==> src/rtl/core/dpl_pkg.sv <==
// Shared types and constants for the delayed dual-pin load driver.
// No dependencies; imported by every module of the block.
package dpl_pkg;

   localparam int DPL_MAX_LOADS = 8;

   typedef enum logic [1:0] {
      ACT_CLEAR    = 2'd0,
      ACT_REGISTER = 2'd1,
      ACT_COMMAND  = 2'd2,
      ACT_TICK     = 2'd3
   } action_type;

   typedef enum logic [1:0] {
      ST_IDLE,
      ST_EVAL,
      ST_FLUSH
   } state_type;

   // static part of a table entry, written once per registration
   typedef struct packed {
      logic [7:0] pin_one;
      logic [7:0] pin_two;
      logic [7:0] on_delay;
      logic [7:0] off_delay;
   } load_cfg_type;

   // dynamic part of a table entry, updated by the walk
   typedef struct packed {
      logic [7:0] count;
      logic       level;
   } load_dyn_type;

   // operation in flight, handed to the evaluation unit
   typedef struct packed {
      logic       is_tick;
      logic [7:0] pin_one;
      logic [7:0] pin_two;
      logic       level;
   } op_type;

   typedef struct packed {
      logic         due;
      load_dyn_type next;
   } eval_type;

   typedef struct packed {
      logic cfg_we;
      logic cnt_we;
      logic lvl_we;
   } tbl_wr_type;

   typedef struct packed {
      logic [2:0] slot;
      logic [7:0] pin_one;
      logic [7:0] pin_two;
      logic       level;
   } drive_type;

endpackage

==> src/rtl/core/delayed_dual_pin_load_driver_top.sv <==
// Delayed dual-pin load driver: a table of up to MAX_LOADS loads, each with two
// drive pins and its own switch-on and switch-off delay in ticks. Requests are
// clear table, register load, command load and time tick. Clear and register are
// done in the idle state without a walk. Command and tick walk the registered
// entries through one shared evaluation unit, one entry per cycle, limited by the
// single read port of the table; the walk holds on an entry while a due result
// cannot leave because the response side stalls. A tick emits one response per
// load whose counter has reached the delay of its current level, in table order,
// with last_of_run set on the final one; a tick with nothing due and a command
// emit none. req_stall is high while a walk runs.
// Depends on dpl_pkg, dpl_table, dpl_eval, dpl_ctrl.
module delayed_dual_pin_load_driver_top import dpl_pkg::*; #(
   parameter int MAX_LOADS = DPL_MAX_LOADS
) (
   input  logic       clock,
   input  logic       reset,
   input  logic       req_valid,
   output logic       req_stall,
   input  logic [1:0] req_action,
   input  logic [7:0] req_first_pin,
   input  logic [7:0] req_second_pin,
   input  logic [7:0] req_activation_delay,
   input  logic [7:0] req_deactivation_delay,
   input  logic       req_on_request,
   output logic       rsp_valid,
   input  logic       rsp_stall,
   output logic [2:0] rsp_load_slot,
   output logic [7:0] rsp_drive_pin_one,
   output logic [7:0] rsp_drive_pin_two,
   output logic       rsp_drive_level,
   output logic       rsp_last_of_run
);

   localparam int IDX_W = (MAX_LOADS > 1) ? $clog2(MAX_LOADS) : 1;
   localparam int CNT_W = $clog2(MAX_LOADS + 1);

   logic [IDX_W-1:0] rd_addr;
   logic [IDX_W-1:0] wr_addr;
   tbl_wr_type       wr_ctl;
   load_cfg_type     wr_cfg;
   load_dyn_type     wr_dyn;
   load_cfg_type     rd_cfg;
   load_dyn_type     rd_dyn;
   op_type           op;
   eval_type         ev;

   // entry storage, read data registered
   dpl_table #(.MAX_LOADS(MAX_LOADS), .IDX_W(IDX_W)) u_table (
      .clock   (clock),
      .reset   (reset),
      .rd_addr (rd_addr),
      .wr_addr (wr_addr),
      .wr_ctl  (wr_ctl),
      .wr_cfg  (wr_cfg),
      .wr_dyn  (wr_dyn),
      .rd_cfg  (rd_cfg),
      .rd_dyn  (rd_dyn)
   );

   // match / due / saturating increment on the entry just read
   dpl_eval u_eval (
      .op  (op),
      .cfg (rd_cfg),
      .dyn (rd_dyn),
      .ev  (ev)
   );

   // walk sequencer, pending result and output register
   dpl_ctrl #(.MAX_LOADS(MAX_LOADS), .IDX_W(IDX_W), .CNT_W(CNT_W)) u_ctrl (
      .clock                  (clock),
      .reset                  (reset),
      .req_valid              (req_valid),
      .req_stall              (req_stall),
      .req_action             (req_action),
      .req_first_pin          (req_first_pin),
      .req_second_pin         (req_second_pin),
      .req_activation_delay   (req_activation_delay),
      .req_deactivation_delay (req_deactivation_delay),
      .req_on_request         (req_on_request),
      .rd_cfg                 (rd_cfg),
      .ev                     (ev),
      .op                     (op),
      .rd_addr                (rd_addr),
      .wr_addr                (wr_addr),
      .wr_ctl                 (wr_ctl),
      .wr_cfg                 (wr_cfg),
      .wr_dyn                 (wr_dyn),
      .rsp_valid              (rsp_valid),
      .rsp_stall              (rsp_stall),
      .rsp_load_slot          (rsp_load_slot),
      .rsp_drive_pin_one      (rsp_drive_pin_one),
      .rsp_drive_pin_two      (rsp_drive_pin_two),
      .rsp_drive_level        (rsp_drive_level),
      .rsp_last_of_run        (rsp_last_of_run)
   );

endmodule

==> src/rtl/core/dpl_table.sv <==
// Load table: static entry memory plus counter and level memories.
// Counter and level carry per-entry valid bits so unwritten entries read as zero.
// Depends on dpl_pkg.
module dpl_table import dpl_pkg::*; #(
   parameter int MAX_LOADS = DPL_MAX_LOADS,
   parameter int IDX_W     = (MAX_LOADS > 1) ? $clog2(MAX_LOADS) : 1
) (
   input  logic             clock,
   input  logic             reset,
   input  logic [IDX_W-1:0] rd_addr,
   input  logic [IDX_W-1:0] wr_addr,
   input  tbl_wr_type       wr_ctl,
   input  load_cfg_type     wr_cfg,
   input  load_dyn_type     wr_dyn,
   output load_cfg_type     rd_cfg,
   output load_dyn_type     rd_dyn
);

   load_cfg_type cfg_mem [MAX_LOADS];
   logic [7:0]   cnt_mem [MAX_LOADS];
   logic         lvl_mem [MAX_LOADS];

   logic [MAX_LOADS-1:0] cnt_vld_ff, cnt_vld_in;
   logic [MAX_LOADS-1:0] lvl_vld_ff, lvl_vld_in;

   load_cfg_type rd_cfg_ff;
   logic [7:0]   rd_cnt_ff;
   logic         rd_lvl_ff;
   logic         rd_cnt_ok_ff;
   logic         rd_lvl_ok_ff;

   always_ff @(posedge clock) begin
      if (wr_ctl.cfg_we) begin
         cfg_mem[wr_addr] <= wr_cfg;
      end
      if (wr_ctl.cnt_we) begin
         cnt_mem[wr_addr] <= wr_dyn.count;
      end
      if (wr_ctl.lvl_we) begin
         lvl_mem[wr_addr] <= wr_dyn.level;
      end
      rd_cfg_ff    <= cfg_mem[rd_addr];
      rd_cnt_ff    <= cnt_mem[rd_addr];
      rd_lvl_ff    <= lvl_mem[rd_addr];
      rd_cnt_ok_ff <= cnt_vld_ff[rd_addr];
      rd_lvl_ok_ff <= lvl_vld_ff[rd_addr];
   end

   always_comb begin
      cnt_vld_in = cnt_vld_ff;
      lvl_vld_in = lvl_vld_ff;
      if (wr_ctl.cnt_we) begin
         cnt_vld_in[wr_addr] = 1'b1;
      end
      if (wr_ctl.lvl_we) begin
         lvl_vld_in[wr_addr] = 1'b1;
      end
   end

   always_ff @(posedge clock) begin
      if (reset) begin
         cnt_vld_ff <= '0;
         lvl_vld_ff <= '0;
      end else begin
         cnt_vld_ff <= cnt_vld_in;
         lvl_vld_ff <= lvl_vld_in;
      end
   end

   assign rd_cfg       = rd_cfg_ff;
   assign rd_dyn.count = rd_cnt_ok_ff ? rd_cnt_ff : 8'd0;
   assign rd_dyn.level = rd_lvl_ok_ff ? rd_lvl_ff : 1'b0;

endmodule

==> src/rtl/core/dpl_eval.sv <==
// Shared evaluation unit: pin match for commands, due check and
// saturating count for ticks, applied to one table entry per cycle.
// Depends on dpl_pkg.
module dpl_eval import dpl_pkg::*; (
   input  op_type       op,
   input  load_cfg_type cfg,
   input  load_dyn_type dyn,
   output eval_type     ev
);

   logic       hit;
   logic [7:0] thresh;
   logic [7:0] top;

   always_comb begin
      hit    = (cfg.pin_one == op.pin_one) && (cfg.pin_two == op.pin_two);
      thresh = dyn.level ? cfg.on_delay : cfg.off_delay;
      top    = (cfg.on_delay > cfg.off_delay) ? cfg.on_delay : cfg.off_delay;
      ev.due  = op.is_tick && (dyn.count >= thresh);
      ev.next = dyn;
      if (op.is_tick) begin
         if (dyn.count < top) begin
            ev.next.count = dyn.count + 8'd1;
         end
      end else if (hit) begin
         ev.next.count = 8'd0;
         ev.next.level = op.level;
      end
   end

endmodule

==> src/rtl/core/dpl_ctrl.sv <==
// Sequencer: takes requests, walks the table one entry per cycle while no due
// result is blocked, holds one pending drive result and the output register.
// Depends on dpl_pkg.
module dpl_ctrl import dpl_pkg::*; #(
   parameter int MAX_LOADS = DPL_MAX_LOADS,
   parameter int IDX_W     = (MAX_LOADS > 1) ? $clog2(MAX_LOADS) : 1,
   parameter int CNT_W     = $clog2(MAX_LOADS + 1)
) (
   input  logic             clock,
   input  logic             reset,
   input  logic             req_valid,
   output logic             req_stall,
   input  logic [1:0]       req_action,
   input  logic [7:0]       req_first_pin,
   input  logic [7:0]       req_second_pin,
   input  logic [7:0]       req_activation_delay,
   input  logic [7:0]       req_deactivation_delay,
   input  logic             req_on_request,
   input  load_cfg_type     rd_cfg,
   input  eval_type         ev,
   output op_type           op,
   output logic [IDX_W-1:0] rd_addr,
   output logic [IDX_W-1:0] wr_addr,
   output tbl_wr_type       wr_ctl,
   output load_cfg_type     wr_cfg,
   output load_dyn_type     wr_dyn,
   output logic             rsp_valid,
   input  logic             rsp_stall,
   output logic [2:0]       rsp_load_slot,
   output logic [7:0]       rsp_drive_pin_one,
   output logic [7:0]       rsp_drive_pin_two,
   output logic             rsp_drive_level,
   output logic             rsp_last_of_run
);

   state_type        state_ff, state_in;
   logic [IDX_W-1:0] idx_ff, idx_in;
   logic [CNT_W-1:0] count_ff, count_in;
   op_type           op_ff, op_in;
   logic             pend_valid_ff, pend_valid_in;
   drive_type        pend_ff, pend_in;
   logic             rsp_valid_ff, rsp_valid_in;
   drive_type        rsp_ff, rsp_in;
   logic             rsp_last_ff, rsp_last_in;

   action_type       act;
   logic             accept;
   logic             out_free;
   logic             due_hit;
   logic             ev_go;
   logic             last_ent;
   logic             room;
   logic [IDX_W+2:0] idx_ext;

   always_comb begin
      act      = action_type'(req_action);
      accept   = req_valid && !req_stall;
      out_free = !rsp_valid_ff || !rsp_stall;
      due_hit  = ev.due;
      ev_go    = !(due_hit && pend_valid_ff && !out_free);
      last_ent = (CNT_W'(idx_ff) + CNT_W'(1)) == count_ff;
      room     = count_ff < CNT_W'(MAX_LOADS);
      idx_ext  = {3'b000, idx_ff};
   end

   // next state
   always_comb begin
      state_in = state_ff;
      unique case (state_ff)
         ST_IDLE: begin
            if (req_valid && (act == ACT_COMMAND || act == ACT_TICK) &&
                count_ff != '0) begin
               state_in = ST_EVAL;
            end
         end
         ST_EVAL: begin
            if (ev_go && last_ent) begin
               state_in = op_ff.is_tick ? ST_FLUSH : ST_IDLE;
            end
         end
         ST_FLUSH: begin
            if (!pend_valid_ff || out_free) begin
               state_in = ST_IDLE;
            end
         end
         default: state_in = ST_IDLE;
      endcase
   end

   // outputs and datapath control
   always_comb begin
      req_stall     = (state_ff != ST_IDLE);
      rd_addr       = '0;
      wr_addr       = idx_ff;
      wr_ctl        = '0;
      wr_cfg        = '{pin_one:   req_first_pin,
                        pin_two:   req_second_pin,
                        on_delay:  req_activation_delay,
                        off_delay: req_deactivation_delay};
      wr_dyn        = ev.next;
      idx_in        = idx_ff;
      count_in      = count_ff;
      op_in         = op_ff;
      pend_valid_in = pend_valid_ff;
      pend_in       = pend_ff;
      rsp_in        = rsp_ff;
      rsp_last_in   = rsp_last_ff;
      rsp_valid_in  = rsp_valid_ff && rsp_stall;
      unique case (state_ff)
         ST_IDLE: begin
            if (accept) begin
               idx_in = '0;
               op_in  = '{is_tick: (act == ACT_TICK),
                          pin_one: req_first_pin,
                          pin_two: req_second_pin,
                          level:   req_on_request};
               unique case (act)
                  ACT_CLEAR: count_in = '0;
                  ACT_REGISTER: begin
                     if (room) begin
                        wr_addr        = count_ff[IDX_W-1:0];
                        wr_ctl.cfg_we  = 1'b1;
                        wr_ctl.cnt_we  = 1'b1;
                        wr_dyn.count   = 8'd0;
                        count_in       = count_ff + CNT_W'(1);
                     end
                  end
                  ACT_COMMAND, ACT_TICK: ;
                  default: ;
               endcase
            end
         end
         ST_EVAL: begin
            if (ev_go) begin
               wr_ctl.cnt_we = 1'b1;
               wr_ctl.lvl_we = 1'b1;
               if (last_ent) begin
                  idx_in = '0;
               end else begin
                  idx_in  = idx_ff + IDX_W'(1);
                  rd_addr = idx_ff + IDX_W'(1);
               end
               if (due_hit) begin
                  if (pend_valid_ff) begin
                     rsp_in       = pend_ff;
                     rsp_last_in  = 1'b0;
                     rsp_valid_in = 1'b1;
                  end
                  pend_valid_in = 1'b1;
                  pend_in       = '{slot:    idx_ext[2:0],
                                    pin_one: rd_cfg.pin_one,
                                    pin_two: rd_cfg.pin_two,
                                    level:   ev.next.level};
               end
            end else begin
               rd_addr = idx_ff;
            end
         end
         ST_FLUSH: begin
            if (pend_valid_ff && out_free) begin
               rsp_in        = pend_ff;
               rsp_last_in   = 1'b1;
               rsp_valid_in  = 1'b1;
               pend_valid_in = 1'b0;
            end
         end
         default: ;
      endcase
   end

   always_ff @(posedge clock) begin
      if (reset) begin
         state_ff      <= ST_IDLE;
         count_ff      <= '0;
         idx_ff        <= '0;
         pend_valid_ff <= 1'b0;
         rsp_valid_ff  <= 1'b0;
      end else begin
         state_ff      <= state_in;
         count_ff      <= count_in;
         idx_ff        <= idx_in;
         pend_valid_ff <= pend_valid_in;
         rsp_valid_ff  <= rsp_valid_in;
      end
   end

   always_ff @(posedge clock) begin
      op_ff       <= op_in;
      pend_ff     <= pend_in;
      rsp_ff      <= rsp_in;
      rsp_last_ff <= rsp_last_in;
   end

   assign op                = op_ff;
   assign rsp_valid         = rsp_valid_ff;
   assign rsp_load_slot     = rsp_ff.slot;
   assign rsp_drive_pin_one = rsp_ff.pin_one;
   assign rsp_drive_pin_two = rsp_ff.pin_two;
   assign rsp_drive_level   = rsp_ff.level;
   assign rsp_last_of_run   = rsp_last_ff;

endmodule

==> config.mk <==
export PLATFORM = sky130hd
export DESIGN_NAME = delayed_dual_pin_load_driver_top
export DESIGN_NICKNAME = d
export VERILOG_FILES = /design/src/rtl/core/dpl_pkg.sv /design/src/rtl/core/delayed_dual_pin_load_driver_top.sv /design/src/rtl/core/dpl_table.sv /design/src/rtl/core/dpl_eval.sv /design/src/rtl/core/dpl_ctrl.sv
export SDC_FILE = /design/constraint.sdc
export NUM_CORES = 1
export LEC_CHECK = 0
export ABC_AREA = 1
export BUFFER_PORTS_ARGS = -buffer_cell sky130_fd_sc_hd__buf_2
export CAP_MARGIN = 0
export CORE_ASPECT_RATIO = 2
export CORE_MARGIN = 2
export CORE_UTILIZATION = 30
export CTS_BUF_LIST = sky130_fd_sc_hd__clkbuf_2
export DETAILED_ROUTE_END_ITERATION = 16
export GPL_TIMING_DRIVEN = 0
export PLACE_DENSITY_LB_ADDON = 0.25
export SLEW_MARGIN = 20
export SYNTH_ARGS = -nofsm -noshare
export SYNTH_HDL_FRONTEND = slang
export SYNTH_SLANG_ARGS = --single-unit
export TNS_END_PERCENT = 20
==> constraint.sdc <==
create_clock -name clock -period 4.45 [get_ports clock]
set_input_delay 0.89 -clock clock [delete_from_list [all_inputs] [get_ports clock]]
set_output_delay 0.89 -clock clock [all_outputs]
set_load 0.01 [all_outputs]
* Yosys cells after proc, flatten, opt, wreduce, memory -nomap -nowiden *
Memory sizes are Yosys's and may differ from the RTL's. A register that Yosys moved wholly into a read port is not among the register bits.
Cells that the tools add are included.

word-level totals
  bits in registers = 88
  bits in writable memories = 328
  input port bits = 39
  memories = 3

memory list
  memory           depth  bits a word  read ports  clocked after Yosys merged registers in  wr ports  line             text
  u_table.cfg_mem  8      32           1           1                                        1         dpl_table.sv:19  load_cfg_type cfg_mem [MAX_LOADS];
  u_table.cnt_mem  8      8            1           1                                        1         dpl_table.sv:20  logic [7:0] cnt_mem [MAX_LOADS];
  u_table.lvl_mem  8      1            1           1                                        1         dpl_table.sv:21  logic lvl_mem [MAX_LOADS];

cells by class
  add/sub/neg operators = 4
  bitwise gates (word level) = 3
  mux-type cells = 66
  reduce and logical (&&, ||, !) cells = 34
  magnitude comparators = 7
  equality and inequality tests = 17

operator list
  operator                                                    number
  2-to-1 mux 20 bit                                           4
  2-to-1 mux 8 bit                                            9
  one-hot mux 20 bit (2 select lines)                         1
  2-to-1 mux 1 bit                                            24
  2-to-1 mux 3 bit                                            8
  == test 8 bit                                               2
  2-to-1 mux 2 bit                                            8
  inequality test 2 x 1 -> 1 bit, second input constant       8
  bitwise OR 8 bit                                            2
  logical AND 1 bit                                           11
  2-to-1 mux 9 bit                                            1
  adder 8 x 1 -> 8 bit, second input constant                 1
  >= comparator 8 bit                                         1
  > comparator 8 bit                                          1
  less-than comparator 3 x 4 -> 1 bit, second input constant  2
  less-than comparator 8 bit                                  1
  one-hot mux 1 bit (2 select lines)                          4
  one-hot mux 4 bit (2 select lines)                          1
  AND reduction 4 bit                                         2
  nonzero test 2 bit                                          4
  binary-select mux 1 bit (select 3 bit)                      2
  == test 2 bit, second input constant                        3
  logical NOT 1 bit                                           6
  one-hot mux 2 bit (3 select lines)                          1
  other kinds (18)                                            24

* Longest topological paths before layout *
  depth in word-level cells = 10
  mapped depth = 24
  depth with buffers taken out = 24

* Hierarchy *
Synthesis repeated with hierarchy kept, for this count alone.

second synthesis, totals
  cells, all modules = 2093
  area total of the unflattened synthesis = 20238.2 µm²

modules (own cells, without submodules)
  module     times used  area an instance (µm²)  cells each
  dpl_table  1           16020.4                 1620
  dpl_ctrl   1           2972.9                  255
  dpl_eval   1           1244.9                  218

* Worst setup path before layout *
OpenSTA, ideal clock, no wires.

  path kind = input to register
  start = in req_valid
  end = mem u_table.cfg_mem[1][0] in the netlist's numbering, enable pin
  cell stages on the path = 12
  setup time = 421 ps
  buffers on the path = 0
  data arrival time = 3432 ps
  setup slack = 597 ps
  path through = nand2_1 > nor2_2 > inv_2 > nor3_4 > inv_2 > o21ai_1 > inv_1 > nor2_1 > inv_1 > nor2_1 > inv_2 > nor2_1

on the way
  word-level cells in the longest chain between the ends = 5

RTL lines
  element                                 line                                    text
  from (decl)                             delayed_dual_pin_load_driver_top.sv:17  input logic req_valid,
  logical AND 1 bit (*)                   dpl_ctrl.sv:57                          accept = req_valid && !req_stall;
  2-to-1 mux 2 bit                        dpl_ctrl.sv:111                         if (accept) begin
  2-to-1 mux 1 bit                        dpl_ctrl.sv:109                         unique case (state_ff)
  2-to-1 mux 1 bit                        dpl_table.sv:33                         if (wr_ctl.cfg_we) begin
  2-to-1 mux 1 bit (implied by the code)  dpl_table.sv:34                         cfg_mem[wr_addr] <= wr_cfg;
  to (decl)                               dpl_table.sv:19

Every way passes the cells marked *; elsewhere a longest branch is shown, timed or not.

* Worst setup path after layout *
  start = reg u_table.rd_lvl_ok_ff
  end = reg u_table.rd_cfg[10] (netlist name)

on the way
  word-level cells in the longest chain between the ends = 8

RTL lines
  element                          line             text
  from (decl)                      dpl_table.sv:30  logic rd_lvl_ok_ff;
  from (signal assigned)           dpl_table.sv:46  rd_lvl_ok_ff <= lvl_vld_ff[rd_addr];
  2-to-1 mux 1 bit                 dpl_table.sv:72  assign rd_dyn.level = rd_lvl_ok_ff ? rd_lvl_ff : 1'b0;
  2-to-1 mux 8 bit                 dpl_eval.sv:17   thresh = dyn.level ? cfg.on_delay : cfg.off_delay;
  >= comparator 8 bit              dpl_eval.sv:19   ev.due = op.is_tick && (dyn.count >= thresh);
  logical AND 1 bit                dpl_eval.sv:19
  logical AND 1 bit (2 in series)  dpl_ctrl.sv:60   ev_go = !(due_hit && pend_valid_ff && !out_free);
  2-to-1 mux 3 bit                 --
  2-to-1 mux 3 bit                 dpl_ctrl.sv:109

No other way between the ends.
A chain may end at the register's enable or synchronous reset.

==> impl_metrics.py <==
metrics = {
    "run_status": {
        "status": "finished clean",
    },
    "run": {
        "cap_violations": 0,
    },
    "yosys": {
        "seq_area_frac_synth": 0.638,
        "ys_ff_latch": 457,
        "syn-cell-area_mm2": 0.0204,
        "syn_inst": 2060,
        "ys_warn_count": 0,
        "synth.distinct_cells": 36,
        "post_synth.cell_area_avg_um2": 9.90,
        "synthesis.nets": 2129,
    },
    "route": {
        "vias": 15200,
        "drt-total-wl_um": 62000,
        "drt-wirelength-per-cell_um": 19.1,
        "drtIter0Drc": 983,
        "drtAntennaViolNets": 0,
        "vias_per_cell": 4.67,
        "drt_first_pass_iters": 5,
        "drc": 0,
    },
    "critical_path": {
        "worst_ep_required_time_ns": 5.45,
        "cp-startpoint": "u_table.rd_lvl_ok_ff$_DFF_P_",
        "r2r_end": "u_table.rd_cfg[10]$_DFF_P_",
        "cp_common_cell": "nand2_1",
        "path_class": "register to register",
        "worst_path_largest_cell_delay_ns": 0.60,
        "setup.worst_path.end_class": "register",
        "reg2regPathDepth": 16,
        "r2r_slack_ns": 0.26,
        "critical_path_arrival_ns": 5.19,
        "rr_startpoint": "u_table.rd_lvl_ok_ff$_DFF_P_",
        "crit_slowest_cell": "clkbuf_1",
        "crit_fanout": 10,
        "start_kind": "register",
        "worstSetupEndpoint": "u_table.rd_cfg[10]$_DFF_P_",
        "path_cells": "nand2_1 -> clkbuf_2 -> o21ai_0 -> ha_1 -> a21oi_1 -> o21ai_0 -> nand2_1 -> nand4_1 -> nand4_2 -> nand2_1 -> inv_1 -> nand2_1 -> o21ai_2 -> clkbuf_1 -> nand2_1 -> nand2_1",
    },
    "floorplanning": {
        "fp.dieW_um": 188,
        "die_area_mm2": 0.0702,
        "fp.dieH_um": 373,
        "core_mm2": 0.0676,
        "io_pins": 62,
        "start_util": 0.302,
        "rows": 135,
    },
    "global_routing": {
        "grt-ovfl-total": 0,
        "antenna_found_initial": 2,
        "track_usage": 0.177,
        "grt_max_degree": 21,
        "grt_pass1_vias": 15600,
        "grt_pass1_wl_um": 92600,
    },
    "timing": {
        "period_minus_slack_ns": 4.19,
        "finalHoldWorstSlack_ns": 0.162,
        "relSlewSlack": 0.296,
        "fmax_mhz": 239,
        "hold_violations": 0,
        "tightest_slew_ns": 1.05,
        "finalMaxSlewViolations": 0,
        "setup_viol": 0,
        "fin_crit_sh": 0.942,
        "rsz0062_at_grt": "no",
        "finClkSkew_ns": 0.101,
    },
    "place": {
        "numPortBuffers": 61,
        "dpl.hpwl_um": 43700,
        "gp_congestion": 0.865,
        "placed_cell_area_mm2": 0.0222,
        "dp.cells": 3022,
    },
    "hold_path": {
        "hp-class": "input port to register",
    },
    "clocking": {
        "clk_transition_reported_paths_ns": 0.11,
        "ctsHtreeMaxLevel": 3,
        "clk_latency_ns": 1.18,
        "cts.sinks": 457,
        "cts_buffer_depth": 3,
        "post_cts_buffers": 0,
        "cts_buffers": 99,
        "cts_root_buffer": "clkbuf_2",
        "cts_tree": "yes",
    },
    "power": {
        "power_density_mw_per_mm2": 499,
        "p_leak_nw": 10.4,
        "vdd_drop_max_uv": 164,
    },
    "final_layout": {
        "design_area_mm2": 0.0235,
        "final_nets": 2339,
        "syn_to_final_growth_pct": 15.3,
        "layout.cells.non_filler": 3248,
        "drive_gt1_frac": 0.141,
    },
}
[critical path, delay by kind of cell, from the launching register on]
family / cells / cell delay (ns)
flip-flops: 1 / 0.33
buffers and inverters: 3 / 1.15
AND/OR/NAND/NOR: 8 / 1.52
adder cells (fa/ha/maj): 1 / 0.28
AO/OA/AOI/OAI: 4 / 0.78
[area by class of cell]
| class | instances | area (um2) |
|---|---|---|
| diodes | 2 | 5.00 |
| plain buffers | 109 | 519 |
| clock buffers | 151 | 756 |
| clock inverters | 36 | 211 |
| fillers | 6935 | 44000 |
| inverters | 425 | 1600 |
| multi-input cells | 1069 | 5370 |
| flip-flops and latches | 457 | 13000 |
| well taps | 890 | 1110 |
| repair buffers | 109 | 928 |
[report_power, final]
group / leakage, nW / total, mW / switching (mW) / internal, mW
logic: 5.53 / 3.65 / 2.60 / 1.05
clock network: 0.724 / 2.75 / 1.72 / 1.03
registers: 4.10 / 5.34 / 0.218 / 5.12
total: 10.4 / 11.7 / 4.53 / 7.21
[how the worst min path moves through the flow]
stage / start / end / depth (start not counted) / slack (ns)
2_1_floorplan: u_ctrl.pend_ff[0]$_DFFE_PP_ / u_ctrl.rsp_drive_level$_DFFE_PP_ / 0 / 0.40
3_3_place_gp: u_ctrl.pend_ff[13]$_DFFE_PP_ / u_ctrl.rsp_drive_pin_one[4]$_DFFE_PP_ / 0 / 0.40
3_5_place_dp: u_ctrl.pend_ff[18]$_DFFE_PP_ / u_ctrl.rsp_load_slot[1]$_DFFE_PP_ / 0 / 0.40
4_1_cts: req_action[1] / u_ctrl.count_ff[3]$_SDFFE_PP0P_ / 4 / 0.01
5_1_grt: req_action[1] / u_ctrl.count_ff[3]$_SDFFE_PP0P_ / 4 / 0.06
6_report: req_action[1] / u_ctrl.count_ff[3]$_SDFFE_PP0P_ / 4 / 0.16
[placed cells by master, fill, tap and decap left out, types with 2 or more instances in the layout]
cell and instances:
a21oi_1 18, a31oi_1 3, buf_1 8, buf_12 4, buf_16 6, buf_2 104, buf_4 12, bufinv_16 2
clkbuf_1 42, clkbuf_2 154, clkinv_1 23, clkinv_2 6, clkinvlp_4 3, dfxtp_1 70, diode_2 2, dlygate4sd3_1 37
edfxtp_1 387, ha_1 30, inv_1 417, inv_2 9, nand2_1 482, nand3_1 188, nand4_1 184, nor2_1 62
nor2_2 8, nor2_4 9, nor3_1 3, nor3b_1 2, nor4_2 3, o211ai_1 3, o21a_1 8, o21ai_0 32
o21ai_2 2, o21bai_1 3, or2_2 3, xnor2_1 11, xor2_1 6
[cell usage after synthesis]
cell / count / area [um2]
nor3_4: 1 / 16.3
o21ai_0: 32 / 160
o211ai_1: 3 / 22.5
xor2_1: 6 / 52.6
buf_4: 11 / 82.6
inv_1: 419 / 1570
o21ai_1: 1 / 5.00
o21a_1: 8 / 60.1
ha_1: 30 / 375
nand2_1: 482 / 1810
or2_2: 3 / 18.8
clkbuf_1: 44 / 165
nand4_1: 184 / 1150
nor4_1: 2 / 12.5
nand4_2: 1 / 12.5
nor3_1: 3 / 15.0
a21oi_1: 19 / 95.1
xnor2_1: 11 / 96.3
nor3b_1: 2 / 15.0
inv_2: 6 / 22.5
o21ai_2: 2 / 17.5
dfxtp_1: 70 / 1400
nor4_2: 1 / 12.5
o21bai_1: 3 / 22.5
buf_6: 1 / 11.3
edfxtp_1: 387 / 11600
nor2_2: 3 / 18.8
buf_1: 10 / 37.5
or2_1: 1 / 6.26
buf_2: 43 / 215
nand2_2: 1 / 6.26
nor2_1: 76 / 285
a211oi_1: 2 / 15.0
a31oi_1: 3 / 18.8
nand3_1: 188 / 941
a21o_1: 1 / 7.51
[metal layers]
metal  vias to the layer above  share of wire  track usage  wire length, um
li1                       7291              -            -                -
met1                      7165           0.36        0.179            22200
met2                       542           0.54        0.331            33300
met3                       184          0.044       0.0307             2720
met4                         0          0.060        0.115             3730
met5                         -              0            0                0
[state kept, by name (all words and copies together) (netlist names), 2 cells and up]
signal,cells
u_ctrl.state_ff,2
u_table.rd_cnt_ff,8
u_table.lvl_vld_ff,8
u_table.rd_cfg,32
u_table.lvl_mem,8
u_table.cnt_vld_ff,8
u_table.cfg_mem,256
u_ctrl.rsp_drive_pin_two,8
u_ctrl.idx_ff,3
u_ctrl.count_ff,4
u_ctrl.rsp_drive_pin_one,8
u_table.cnt_mem,64
u_ctrl.rsp_load_slot,3
u_ctrl.op,18
u_ctrl.pend_ff,20
[stage by stage]
step	total power, mW	setup TNS (ns)	setup WS (ns)	utilization
floorplan	7.61	0	0.597	-
global placement	8.93	-381.00	-1.60	0.323
detailed placement	9.05	-4.13	-0.155	0.328
CTS	11.8	0	0.0226	0.348
global route	12.4	0	0.0183	0.348
finish	11.7	0	0.260	0.348
[repair_timing]
item / CTS / global route
resized for setup: 5 / 6
hold endpoints to repair: 277 / 0
hold buffers: 37 / 0
pin swaps: 0 / 0
endpoints found under the setup margin: 88 / 39
[cell families after synthesis]
| family | count (synthesis) | share of synthesized area |
|---|---|---|
| and+or+nand+nor | 948 | 0.212 |
| buffers and inverters | 534 | 0.103 |
| DFF | 457 | 0.638 |
| AOI/OAI and AO/OA | 74 | 0.0208 |
| adders and majority gates | 30 | 0.0184 |
| xor gates and xnor gates | 17 | 0.00730 |
No activity file was read; power rests on OpenSTA's default activity.
